$ cat config.mk
export PLATFORM = sky130hd
export DESIGN_NAME = sstx_ctrl
export DESIGN_NICKNAME = d
export VERILOG_FILES = /design/src/design/sstx_pkg.sv /design/src/design/sstx_ctrl.sv
export SDC_FILE = /design/constraint.sdc
export NUM_CORES = 1
export LEC_CHECK = 0
export ABC_AREA = 1
export BUFFER_PORTS_ARGS = -buffer_cell sky130_fd_sc_hd__buf_2
export CAP_MARGIN = 0
export CORE_AREA = 2 2 39 41
export DETAILED_ROUTE_END_ITERATION = 10
export DIE_AREA = 0 0 41 43
export GPL_TIMING_DRIVEN = 0
export HOLD_SLACK_MARGIN = 0.15
export PLACE_DENSITY = 0.74
export SLEW_MARGIN = 10
export SYNTH_ARGS = -nofsm -noshare
export SYNTH_HDL_FRONTEND = slang
export SYNTH_SLANG_ARGS = --single-unit
$ cat constraint.sdc
create_clock -name clock -period 2.8 [get_ports clock]
set_clock_uncertainty 0.15 [all_clocks]
set_input_delay 0.14 -clock clock [delete_from_list [all_inputs] [get_ports clock]]
set_output_delay 0.14 -clock clock [all_outputs]
set_load 0.01 [all_outputs]
$ cat src/design/sstx_pkg.sv
`timescale 1ns / 1ps
// Shared types and constants for the seven-segment text scanner.
// No dependencies; the scanner top, sequencer and datapath import this package.
package sstx_pkg;

   localparam logic [1:0] OP_TICK   = 2'd0;
   localparam logic [1:0] OP_APPEND = 2'd1;
   localparam logic [1:0] OP_CLEAR  = 2'd2;
   localparam logic [1:0] OP_FONT   = 2'd3;

   localparam logic REG_DISPLAY_TYPE = 1'b0;
   localparam logic REG_DIGIT_COUNT  = 1'b1;

   localparam logic [20:0] CODE_QMARK = 21'h00003F;
   localparam logic [20:0] CODE_DOT   = 21'h00002E;
   localparam logic [20:0] CODE_DASH  = 21'h00002D;
   localparam logic [6:0]  GLYPH_BLANK = 7'b0000000;
   localparam logic [5:0]  VISIBLE_MAX = 6'd63;
   localparam logic [3:0]  DIGIT_COUNT_RESET = 4'd8;

   typedef enum logic [1:0] {
      STATUS_NORMAL = 2'd0,
      STATUS_DASHES = 2'd1,
      STATUS_QMARK  = 2'd2,
      STATUS_BLANK  = 2'd3
   } status_type;

   typedef struct packed {
      logic load;
      logic append;
      logic clear;
      logic font_wr;
      logic fill_clr;
      logic fill;
      logic norm;
      logic rd_next;
      logic skip;
      logic cap_ch;
      logic cap_dp;
      logic srch_step;
      logic srch_eval;
      logic emit;
      logic emit_tick;
   } dp_cmd_type;

   typedef struct packed {
      logic tlen_zero;
      logic need_dashes;
      logic fill_last;
      logic srch_done;
   } dp_sts_type;

endpackage

$ cat src/design/sstx_ctrl.sv
`timescale 1ns / 1ps
// Sequencer for the seven-segment text scanner.
// Depends on sstx_pkg; drives the datapath through dp_cmd_type.
module sstx_ctrl (
   input  logic                   clock,
   input  logic                   reset,
   input  logic                   start,
   input  logic [1:0]             req_operation,
   output logic                   busy,
   output logic                   rsp_valid,
   output sstx_pkg::dp_cmd_type   cmd,
   input  sstx_pkg::dp_sts_type   sts
);
   import sstx_pkg::*;

   typedef enum logic [3:0] {
      S_IDLE,
      S_APPEND,
      S_ENDCHK,
      S_FILL,
      S_CLEAR,
      S_FONT,
      S_TK_NORM,
      S_TK_RD0,
      S_TK_SKIP,
      S_TK_RD1,
      S_TK_RD2,
      S_TK_DP,
      S_TK_SRCH,
      S_EMIT
   } state_type;

   state_type state_ff, state_in;
   logic      res_tick_ff, res_tick_in;
   logic      rsp_valid_ff, rsp_valid_in;

   always_comb begin
      state_in     = state_ff;
      res_tick_in  = res_tick_ff;
      rsp_valid_in = 1'b0;
      cmd          = '0;
      case (state_ff)
         S_IDLE: begin
            if (start) begin
               cmd.load    = 1'b1;
               res_tick_in = 1'b0;
               case (req_operation)
                  OP_TICK:   state_in = S_TK_NORM;
                  OP_APPEND: state_in = S_APPEND;
                  OP_CLEAR:  state_in = S_CLEAR;
                  OP_FONT:   state_in = S_FONT;
                  default:   state_in = S_IDLE;
               endcase
            end
         end
         S_APPEND: begin
            cmd.append = 1'b1;
            state_in   = S_ENDCHK;
         end
         S_ENDCHK: begin
            cmd.fill_clr = 1'b1;
            state_in     = sts.need_dashes ? S_FILL : S_EMIT;
         end
         S_FILL: begin
            cmd.fill = 1'b1;
            if (sts.fill_last) begin
               state_in = S_EMIT;
            end
         end
         S_CLEAR: begin
            cmd.clear = 1'b1;
            state_in  = S_EMIT;
         end
         S_FONT: begin
            cmd.font_wr = 1'b1;
            state_in    = S_EMIT;
         end
         S_TK_NORM: begin
            if (sts.tlen_zero) begin
               state_in = S_EMIT;
            end else begin
               cmd.norm = 1'b1;
               state_in = S_TK_RD0;
            end
         end
         S_TK_RD0: begin
            state_in = S_TK_SKIP;
         end
         S_TK_SKIP: begin
            cmd.skip = 1'b1;
            state_in = S_TK_RD1;
         end
         S_TK_RD1: begin
            state_in = S_TK_RD2;
         end
         S_TK_RD2: begin
            cmd.rd_next = 1'b1;
            cmd.cap_ch  = 1'b1;
            state_in    = S_TK_DP;
         end
         S_TK_DP: begin
            cmd.cap_dp    = 1'b1;
            cmd.srch_step = 1'b1;
            state_in      = S_TK_SRCH;
         end
         S_TK_SRCH: begin
            cmd.srch_eval = 1'b1;
            cmd.srch_step = 1'b1;
            if (sts.srch_done) begin
               res_tick_in = 1'b1;
               state_in    = S_EMIT;
            end
         end
         S_EMIT: begin
            cmd.emit      = 1'b1;
            cmd.emit_tick = res_tick_ff;
            rsp_valid_in  = 1'b1;
            state_in      = S_IDLE;
         end
         default: begin
            state_in = S_IDLE;
         end
      endcase
   end

   always_ff @(posedge clock) begin
      if (reset) begin
         state_ff     <= S_IDLE;
         res_tick_ff  <= 1'b0;
         rsp_valid_ff <= 1'b0;
      end else begin
         state_ff     <= state_in;
         res_tick_ff  <= res_tick_in;
         rsp_valid_ff <= rsp_valid_in;
      end
   end

   assign busy      = (state_ff != S_IDLE);
   assign rsp_valid = rsp_valid_ff;

endmodule

==> out/results.tsv, run 1 <==
stage	metric	value	unit
global_route	grt_pass1_vias	553	
setup_path	ff2ff_path_depth	9	
placed_design	io_buffers	25	
setup_path	crit_arrival	1.98	ns
yosys	ys_seq_elements	6	
floorplan	die-height	43	µm
power	worst_ir_drop_vdd	0.512	mV
yosys	synth.distinct_cells	16	
sta	fmax	0.501	GHz
cells_and_area	antenna_cells	0	
routing	post_drt_wl_per_cell	9.05	µm
sta	report.final.setup_viol	0	
sta	final-hold-violation-count	0	
clock_tree	cts_tree	yes	
setup_path	worst-setup-path-type	reg2reg	
setup_path	cp_cell_sequence	nor2_2 -> inv_2 -> nor2_4 -> inv_2 -> nor2_2 -> nor2_2 -> nand2_1 -> a21oi_1 -> dlygate4sd3_1	
yosys	cell_area_synth	518	µm²
yosys	postSynthCellCount	94	
sta	setup_ws	0.803	ns
setup_path	endpoint_kind	flip-flop	
sta	post-route-min-period	2.00	ns
sta	final_cycle_utilization_of_the_critical_path	71.3	%
setup_path	worst-path-buf-inv	3	
sta	setup_tns	0	ns
yosys	postSynthAreaPerCell	5.51	µm²
clock_tree	clk_root_buffer_cell	clkbuf_4	
cells_and_area	most_frequent_cells_in_the_layout	buf_2 (25), nand2_1 (23), nor2_1 (18)	
setup_path	max_stage_delay	0.54	ns
yosys	synth_seq_area_share	23.2	%
yosys	mappedNetlistNets	103	
floorplan	die_x	41	µm
routing	drt_first_pass_iters	4	
setup_path	crit_path_frequent_cell	nor2_2	
routing	totalWireLength	1290	µm
hold_path	timing.hold.worst_path_depth	5	
global_route	first_pass_grt_wire_length	2100	µm
cells_and_area	synthToLayoutAreaGrowth	42.0	%
floorplan	floorplan.initialDensity	37.4	%
global_route	grt_max_degree	8	
setup_path	worst_r2r_startpoint	state_ff[3]	
cells_and_area	final_layout_fill_cell_count	141	
clock_tree	clock-sinks	6	
setup_path	cp_num_cells	9	
setup_path	crit_path_max_fanout	6	
sta	worst_slew_pin_slew	0.295	ns
routing	remaining_drc_errors	0	
routing	vias	665	
global_route	antenna_found_initial	0	
placed_design	dp_slack	1.34	ns
floorplan	ios	26	
setup_path	worst_path_dominant_cell_family	simple AND/OR/NAND/NOR gates	
sta	grt_setup_unrepaired	false	
global_route	grt.total_usage	17.1	%
setup_path	cp.required	2.78	ns
setup_path	crit_path_start_kind	flip-flop	
cells_and_area	mostFrequentLayoutCell	buf_2	
placed_design	dp.final_hpwl	1030	µm
hold_path	worst_hold_startpoint	sts[2]	
floorplan	core	1380	µm²
sta	slew_viol_final	0	
clock_tree	cts.repair.resized	0	
cells_and_area	nets	138	
hold_path	hold_class	in2reg	
floorplan	number_of_placement_rows	14	
clock_tree	clock_path_buffers	2	
yosys	synth-warning-count	0	
routing	drt.antenna.violating_nets	0	
run_status	outcome	completed	
power	cellLeakagePower	0.469	nW
setup_path	reg2reg_setup_slack	0.80	ns
power	p_per_area	858	nW/µm²
clock_tree	number_of_clock_buffers_inserted_by_tritoncts	3	
clock_tree	htree_num_levels	1	
clock_tree	clk_pin_slew	0.05	ns
cells_and_area	layout_cells_sized_above_1	33.1	%
floorplan	dieArea	1760	µm²
routing	via_per_inst	4.65	
hold_path	hold_path_end	state_ff[1]	
setup_path	critical-path-slowest-cell	dlygate4sd3_1	
global_route	globalRoute.totalOverflow	0	
clock_tree	clock_insertion_delay_worst_skew	0.24	ns
routing	drt_iter0_markers	17	
placed_design	gp_congestion	0.821	
sta	timing.max_slew.rel_slack	80.3	%
flow_run	maxCapViolations	0	
setup_path	rr_endpoint	state_ff[3]	
[synthesized netlist by cell type (all sizes together)]
master  count  share of area [%]
inv        16                 12
nor3        2                1.9
o21ai       5                4.8
nand3       8                7.7
nor2       23                 20
a21oi       5                4.8
dfxtp       6                 23
nor3b       1                1.4
buf         3                4.3
nand2      25                 20
[stage by stage]
stage	hold slack [ns]	area, µm²	total power (W)	instances	util, %
2_1_floorplan	0.0591	518	0.000427	94	-
3_3_place_gp	0.239	663	0.000537	135	47.9
3_5_place_dp	0.242	663	0.000541	135	47.9
4_1_cts	0.161	736	0.000637	143	53.2
5_1_grt	0.202	736	0.000698	143	53.2
6_report	0.171	736	0.000632	143	53.2
[power by group]
group | leakage [nW] | switching, W | internal, W
clock | 0.0138 | 0.0000307 | 0.0000484
sequential | 0.0490 | 0.0000263 | 0.000110
combinational | 0.406 | 0.000265 | 0.000151
total | 0.469 | 0.000322 | 0.000309
[worst max-delay path by stage]
stage                        to         from
floorplan           state_ff[1]  state_ff[0]
global placement    state_ff[1]  state_ff[3]
detailed placement  state_ff[1]  state_ff[3]
CTS                 state_ff[3]  state_ff[3]
global route        state_ff[3]  state_ff[3]
finish              state_ff[3]  state_ff[3]
[cells by family after synthesis]
logic type / Yosys count / share of synthesized area (%)
flops: 6 / 23.2
buf+inv: 19 / 15.9
compound gates: 10 / 9.66
simple gates: 59 / 51.2
[registers in the layout (all words and copies together), names as in the netlist]
signal and cells:
res_tick_ff 1, state_ff 4, rsp_valid 1
[final cells by class]
cell class | instances | area (µm²) | share of cell area [%]
tap | 16 | 20.0 | 2.72
sequential | 6 | 120 | 16.3
clock buffer | 3 | 22.5 | 3.06
inverter | 16 | 60.1 | 8.16
timing repair buffer | 30 | 175 | 23.8
buffer | 3 | 22.5 | 3.06
multi-input combinational | 69 | 315 | 42.9
[what timing repair did]
item                                   CTS  global route
endpoints found under the hold margin    6             0
setup endpoints to repair                0             0
hold buffers                             5             0
setup buffers                            0             0
[per-layer routing]
metal  part of all wire (%)  vias up  global-route usage (%)
li1                       -      354                       -
met1                     47      282                    21.8
met2                     46       29                    26.6
met3                    7.1        0                    6.28
met4                      0        0                    4.00
met5                      0        -                       0
[worst reg2reg max path: stages (launching register included)]
cell and delay (ns):
dfxtp_1 0.33, nor2_2 0.28, inv_2 0.09, nor2_4 0.14, inv_2 0.05, nor2_2 0.11
nor2_2 0.07, nand2_1 0.08, a21oi_1 0.06, dlygate4sd3_1 0.54
Note: power is estimated with default switching activity, not from simulation.
==> run 2, diff against run 1 <==
Settings changed: ABC_AREA 1 to 0, PLACE_DENSITY 0.74 to 0.77.
Clock period 2.8 ns to 2.04 ns, I/O delays scaled along.
==> run 2 against run 1 <==
Effect of this change: count of clock-buffer cells in the layout is the same; via count shrank 0.30%; wire length increased by 12%; combinational power grew 89%; first-iteration DRC count up 53%; clock power grew 30%; sequential cell count did not move; core utilization increased by 3.2 points; synthesized area increased by 8.5%; worst setup slack got worse by 0.58 ns; register-to-register slack worse by 0.35 ns; non-clock buffer count rose by 5; critical endpoint is now cmd[7]; largest power group unchanged.
==> out/results.tsv, run 2 <==
stage	metric	value	unit	change
sta	worst_slew_pin_slew	0.387	ns	was 0.295 ns
clock_tree	cts.repair.resized	0		unchanged
setup_path	ff2ff_path_depth	7		was 9
yosys	synth-edff-count	0		unchanged
yosys	postSynth.asyncResetShare	0	%	unchanged
cells_and_area	area_used_by_multi_input_combinational_logic	372	µm²	was 315 µm²
setup_path	critical-path-slowest-cell	dfxtp_1		was dlygate4sd3_1
placed_design	dp.final_hpwl	1060	µm	was 1030 µm
clock_tree	clk_root_buffer_cell	clkbuf_4		unchanged
power	internal_power	0.000574	W	was 0.000309 W
cells_and_area	post_layout_nonfiller_instances	127		was 143
clock_tree	clk_pin_slew	0.04	ns	was 0.05 ns
routing	drt_first_pass_iters	5		was 4
yosys	mappedNetlistNets	87		was 103
global_route	antenna_found_initial	0		unchanged
routing	drt_iter0_markers	26		was 17
hold_path	timing.hold.worst_path_depth	4		was 5
yosys	synth_seq_area_share	21.4	%	was 23.2%
clock_tree	clock_insertion_delay_worst_skew	0.24	ns	about the same
floorplan	die-height	43	µm	unchanged
yosys	yosys-top-cells-area	dfxtp_1 (21%), nor2_1 (11%), a21oi_1 (6.2%)		was dfxtp_1 (23%), nand2_1 (17%), nor2_1 (13%)
sta	final_cycle_utilization_of_the_critical_path	89.1	%	
yosys	area_share_of_the_leading_cell_type_in_the_synthesized_netlist	21.4	%	was 23.2%
routing	totalWireLength	1450	µm	was 1290 µm
placed_design	dp_slack	0.465	ns	was 1.34 ns
power	net-switching-power	0.000520	W	was 0.000322 W
clock_tree	cts_tree	yes		unchanged
power	power.share.combinational	71.8	%	was 65.9%
cells_and_area	layout_cells_sized_above_1	36.9	%	was 33.1%
setup_path	crit_arrival	1.56	ns	was 1.98 ns
clock_tree	clock_path_buffers	2		unchanged
cells_and_area	most_frequent_cells_in_the_layout	buf_2 (27), nor2_1 (17), a21oi_1 (7)		was buf_2 (25), nand2_1 (23), nor2_1 (18)
yosys	ys_seq_elements	6		unchanged
sta	timing.max_slew.rel_slack	74.2	%	was 80.3%
setup_path	crit_path_max_fanout	10		was 6
floorplan	dieArea	1760	µm²	unchanged
setup_path	max_stage_delay	0.45	ns	was 0.54 ns
floorplan	ios	26		unchanged
clock_tree	number_of_clock_buffers_inserted_by_tritoncts	3		unchanged
sta	slew_viol_final	0		unchanged
global_route	grt.total_usage	19.0	%	was 17.1%
power	p_per_area	1400	nW/µm²	was 858 nW/µm²
placed_design	gp_congestion	0.825		was 0.821
yosys	postSynthAreaPerCell	7.20	µm²	was 5.51 µm²
setup_path	endpoint_kind	primary output		was flip-flop
routing	remaining_drc_errors	0		unchanged
sta	setup_ws	0.223	ns	was 0.803 ns
cells_and_area	nets	122		was 138
global_route	first_pass_grt_wire_length	2300	µm	was 2100 µm
hold_path	hold_class	in2reg		unchanged
power	cellLeakagePower	0.381	nW	was 0.469 nW
placed_design	io_buffers	25		unchanged
sta	report.final.setup_viol	0		unchanged
yosys	postSynthCellCount	78		was 94
yosys	yosys_most_used_dff	dfxtp_1		unchanged
cells_and_area	layout.area.seq	120	µm²	unchanged
yosys	synth_top_cell_by_area	dfxtp_1		unchanged
sta	fmax	0.550	GHz	
floorplan	floorplan.initialDensity	40.6	%	was 37.4%
setup_path	cp_cell_sequence	clkbuf_1 -> nand2b_1 -> nor2_1 -> buf_4 -> buf_2		was nor2_2 -> inv_2 -> nor2_4 -> inv_2 -> nor2_2 -> nor2_2 -> nand2_1 -> a21oi_1 -> dlygate4sd3_1
power	share_seq_of_total_power	18.7	%	was 21.6%
clock_tree	clock-sinks	6		unchanged
flow_run	maxCapViolations	0		unchanged
run_status	outcome	completed		unchanged
floorplan	number_of_placement_rows	14		unchanged
sta	final-hold-violation-count	0		unchanged
cells_and_area	most_flop_heavy_register	state_ff		unchanged
power	design_power_total	0.00109	W	was 0.000632 W
setup_path	worst-setup-path-type	reg2out		was reg2reg
floorplan	die_x	41	µm	unchanged
routing	post_drt_wl_per_cell	11.4	µm	was 9.05 µm
sta	setup_tns	0	ns	unchanged
floorplan	core	1380	µm²	unchanged
cells_and_area	antenna_cells	0		unchanged
sta	final.hold.worst_slack	0.173	ns	was 0.171 ns
setup_path	cp.required	1.79	ns	was 2.78 ns
setup_path	crit_path_start_kind	flip-flop		unchanged
cells_and_area	synthToLayoutAreaGrowth	38.8	%	was 42.0%
power	clock_power_share	9.4	%	was 12.5%
routing	vias	663		was 665
yosys	cell_area_synth	562	µm²	was 518 µm²
routing	drt.antenna.violating_nets	0		unchanged
cells_and_area	max_ffs_per_register	4		unchanged
power	netSwitchingFraction	47.5	%	was 51.0%
yosys	most_numerous_cell_types_in_the_synthesized_netlist	nor2_1 (17), a21oi_1 (7), dfxtp_1 (6), nand2_1 (6), nor3_1 (6)		was nand2_1 (23), nor2_1 (18), inv_1 (12)
yosys	synth_most_common_cell	nor2_1		was nand2_1
global_route	globalRoute.totalOverflow	0		unchanged
placed_design	place.detailed.instances	119		was 135
routing	via_per_inst	5.22		was 4.65
yosys	synth.distinct_cells	33		was 16
clock_tree	htree_num_levels	1		unchanged
sta	grt_setup_unrepaired	false		unchanged
cells_and_area	final_layout_fill_cell_count	134		was 141
sta	post-route-min-period	1.82	ns	
global_route	grt_pass1_vias	517		was 553
power	worst_ir_drop_vdd	0.569	mV	was 0.512 mV
yosys	synth-warning-count	0		unchanged
global_route	grt_max_degree	11		was 8
cells_and_area	mostFrequentLayoutCell	buf_2		unchanged
run 2: timing repair:
| item | 4_1_cts | 5_1_grt |
|---|---|---|
| endpoints found under the hold margin | 6 | 0 |
| hold buffers | 5 | 0 |
| setup buffers | 0 | 0 |
run 2: cells by family after synthesis:
family          count (synthesis)  synth area share [%]
flops                           6                  21.4
compound gates                 18                  24.7
buf+inv                        10                  12.5
mux                             1                  1.78
simple gates                   43                  39.6
run 2: worst paths after layout:
path	startpoint	to	slack (ns)
setup / recovery	state_ff[0]	cmd[7]	0.22
hold / removal	req_operation[0]	state_ff[0]	0.17
setup reg to reg	state_ff[2]	state_ff[2]	0.45
hold reg to reg	res_tick_ff	res_tick_ff	0.36
run 2: routing by layer:
| metal | vias to the layer above | wire length [µm] | global-route usage, % |
|---|---|---|---|
| met5 | - | 0 | 0 |
| met4 | 0 | 0 | 8.00 |
| met3 | 0 | 81 | 1.57 |
| met2 | 30 | 772 | 31.3 |
| met1 | 300 | 594 | 23.9 |
| li1 | 333 | - | - |
run 2: per-stage QoR:
| stage | area [µm²] | util, % |
|---|---|---|
| 5_1_grt | 779 | 56.3 |
| 3_5_place_dp | 707 | 51.1 |
| 4_1_cts | 779 | 56.3 |
| 6_report | 779 | 56.3 |
| 2_1_floorplan | 562 | - |
| 3_3_place_gp | 707 | 51.1 |
run 2: area by class of cell:
type / count / share of cell area, %
Inverter: 2 / 0.963
Buffer: 8 / 8.03
Tap cell: 16 / 2.57
Sequential cell: 6 / 15.4
Multi-Input combinational cell: 62 / 47.7
Clock buffer: 3 / 2.89
Timing Repair Buffer: 30 / 22.5
run 2: power by group through the flow:
stage	sequential, W	clock [W]	combinational, W
after floorplan	0.000193	0	0.000603
after global placement	0.000206	0	0.000764
after detailed placement	0.000206	0	0.000770
after CTS	0.000204	0.000108	0.000780
after global routing	0.000212	0.000113	0.000878
final	0.000205	0.000103	0.000786
run 2: critical path, delay by kind of cell, from the launching register on:
family | cells | cell delay, ns
buffers and inverters | 3 | 0.61
DFF | 1 | 0.45
and+or+nand+nor | 2 | 0.28
==> run 3, diff against run 2 <==
==> constraint.sdc (replaced) <==
create_clock -name clock -period 2.04 [get_ports clock]
set_clock_uncertainty 0.15 [all_clocks]
set_input_delay 0.204 -clock clock [delete_from_list [all_inputs] [get_ports clock]]
set_output_delay 0.204 -clock clock [all_outputs]
set_load 0.01 [all_outputs]
==> run 3 against run 2 <==
Effect of this change: sequential cell count unchanged; wire length down 7.0%; worst hold slack better by 0.0012 ns; core utilization down 2.9 points; power is 1.2% lower; largest cell class unchanged; global-route usage down 1.9 points.
==> out/results.tsv, run 3 (synthesis results as in run 2) <==
stage	metric	value	unit	change
sta	slew_viol_final	0		unchanged
cells_and_area	layout_cells_sized_above_1	38.3	%	was 36.9%
setup_path	worst_r2r_startpoint	state_ff[2]		unchanged
sta	post-route-min-period	1.91	ns	was 1.82 ns
cells_and_area	most_frequent_cells_in_the_layout	buf_2 (27), nor2_1 (17), a21oi_1 (7)		unchanged
setup_path	endpoint_kind	primary output		unchanged
setup_path	cp.required	1.69	ns	was 1.79 ns
floorplan	dieArea	1760	µm²	unchanged
sta	final_cycle_utilization_of_the_critical_path	93.5	%	was 89.1%
cells_and_area	final_util	53.4	%	was 56.3%
cells_and_area	finalInstanceArea	739	µm²	was 779 µm²
cells_and_area	area_used_by_multi_input_combinational_logic	372	µm²	unchanged
global_route	grt.total_usage	17.1	%	was 19.0%
placed_design	place_area	707	µm²	unchanged
routing	post_drt_wl_per_cell	11.0	µm	was 11.4 µm
cells_and_area	layout.area.seq	120	µm²	unchanged
cells_and_area	synthToLayoutAreaGrowth	31.6	%	was 38.8%
power	netSwitchingFraction	47.3	%	was 47.5%
hold_path	timing.hold.worst_path_depth	3		was 4
setup_path	crit_path_max_fanout	10		unchanged
clock_tree	clock-sinks	6		unchanged
global_route	first_pass_grt_wire_length	2110	µm	was 2300 µm
floorplan	die_x	41	µm	unchanged
clock_tree	clk_pin_slew	0.04	ns	about the same
run_status	outcome	completed		unchanged
sta	fmax	0.524	GHz	was 0.550 GHz
global_route	globalRoute.totalOverflow	0		unchanged
power	clock_power_share	9.5	%	was 9.4%
clock_tree	clk_root_buffer_cell	clkbuf_4		unchanged
cells_and_area	final_layout_fill_cell_count	139		was 134
setup_path	reg2reg_setup_slack	0.46	ns	was 0.45 ns
global_route	grt_max_degree	11		unchanged
floorplan	number_of_placement_rows	14		unchanged
cells_and_area	nets	118		was 122
floorplan	die-height	43	µm	unchanged
routing	vias	650		was 663
power	power.share.combinational	71.6	%	was 71.8%
setup_path	ff2ff_path_depth	7		unchanged
routing	totalWireLength	1350	µm	was 1450 µm
sta	timing.max_slew.rel_slack	74.9	%	was 74.2%
clock_tree	clock_insertion_delay_worst_skew	0.23	ns	was 0.24 ns
global_route	antenna_found_initial	0		unchanged
cells_and_area	antenna_cells	0		unchanged
power	net-switching-power	0.000511	W	was 0.000520 W
placed_design	place.detailed.instances	119		unchanged
clock_tree	clock_path_buffers	2		unchanged
clock_tree	htree_num_levels	1		unchanged
power	share_seq_of_total_power	18.9	%	was 18.7%
sta	grt_setup_unrepaired	false		unchanged
power	cellLeakagePower	0.364	nW	was 0.381 nW
cells_and_area	post_layout_nonfiller_instances	123		was 127
sta	report.final.setup_viol	0		unchanged
routing	drt_iter0_markers	20		was 26
placed_design	io_buffers	25		unchanged
routing	via_per_inst	5.28		was 5.22
floorplan	core	1380	µm²	unchanged
floorplan	floorplan.initialDensity	40.6	%	unchanged
cells_and_area	max_ffs_per_register	4		unchanged
clock_tree	cts_setup_buffers	0		unchanged
routing	drt.antenna.violating_nets	0		unchanged
setup_path	crit_path_start_kind	flip-flop		unchanged
sta	worst_slew_pin_slew	0.376	ns	was 0.387 ns
cells_and_area	most_flop_heavy_register	state_ff		unchanged
routing	remaining_drc_errors	0		unchanged
routing	drt_first_pass_iters	4		was 5
cells_and_area	mostFrequentLayoutCell	buf_2		unchanged
clock_tree	number_of_clock_buffers_inserted_by_tritoncts	3		unchanged
placed_design	dp.final_hpwl	1060	µm	unchanged
flow_run	maxCapViolations	0		unchanged
setup_path	rr_endpoint	state_ff[0]		was state_ff[2]
setup_path	crit_arrival	1.55	ns	was 1.56 ns
floorplan	ios	26		unchanged
sta	setup_tns	0	ns	unchanged
hold_path	hold_class	in2reg		unchanged
power	worst_ir_drop_vdd	0.563	mV	was 0.569 mV
power	p_per_area	1460	nW/µm²	was 1400 nW/µm²
setup_path	worst-setup-path-type	reg2out		unchanged
clock_tree	cts.repair.resized	0		unchanged
sta	final-hold-violation-count	0		unchanged
global_route	grt_pass1_vias	496		was 517
placed_design	gp_congestion	0.825		unchanged
clock_tree	cts_tree	yes		unchanged
power	internal_power	0.000569	W	was 0.000574 W
hold_path	hold_path_end	res_tick_ff		was state_ff[0]
hold_path	worst_hold_startpoint	sts[0]		was req_operation[0]
## run 3: cell types whose count changed in the layout (fill, tap and decap cells not counted), sizes merged
cell and delta:
dlygate4sd3 -4
## run 3: layout make-up
class / count / share of cell area, %
Multi-Input combinational cell: 62 / 50.3
Tap cell: 16 / 2.71
Buffer: 8 / 8.46
Timing Repair Buffer: 26 / 18.3
Inverter: 2 / 1.02
Sequential cell: 6 / 16.2
Clock buffer: 3 / 3.05
## run 3: worst max-delay path by stage
stage | from | end | slack [ns] | cells past startpoint
finish | state_ff[0] | cmd[7] | 0.13 | 5
global route | state_ff[0] | cmd[7] | 0.03 | 5
CTS | state_ff[0] | cmd[7] | 0.13 | 5
detailed placement | state_ff[0] | cmd[7] | 0.39 | 5
global placement | state_ff[0] | cmd[7] | 0.40 | 5
floorplan | state_ff[2] | state_ff[0] | 0.55 | 6
## run 3: power by group through the flow
stage	Combinational (W)	Clock [W]	Sequential (W)
2_1_floorplan	0.000603	0	0.000193
3_3_place_gp	0.000764	0	0.000206
3_5_place_dp	0.000770	0	0.000206
4_1_cts	0.000774	0.000108	0.000204
5_1_grt	0.000866	0.000113	0.000212
6_report	0.000774	0.000102	0.000204
## run 3: per-layer routing
layer	part of all wire, %	GRT usage, %	vias up
met2	52	26.3	24
met5	0	0	-
li1	-	-	329
met1	43	23.0	297
met4	0	8.00	0
met3	5.2	1.57	0
## run 3: what timing repair did
action                     CTS  global route
setup endpoints to repair    0             0
hold endpoints to repair     6             0
hold buffers                 1             0
## run 3: worst max-delay path, cell delays in order, from the launching register on
cell,delay [ns]
dfxtp_1,0.45
clkbuf_1,0.35
nand2b_1,0.20
nor2_1,0.07
buf_4,0.12
buf_2,0.13
## run 3: stage by stage
step / worst slack [ns] / total power, W / hold WS, ns
6_report: 0.133 / 0.00108 / 0.174
3_5_place_dp: 0.392 / 0.000977 / 0.297
5_1_grt: 0.0330 / 0.00119 / 0.174
4_1_cts: 0.129 / 0.00109 / 0.164
3_3_place_gp: 0.396 / 0.000970 / 0.297
2_1_floorplan: 0.546 / 0.000795 / 0.123
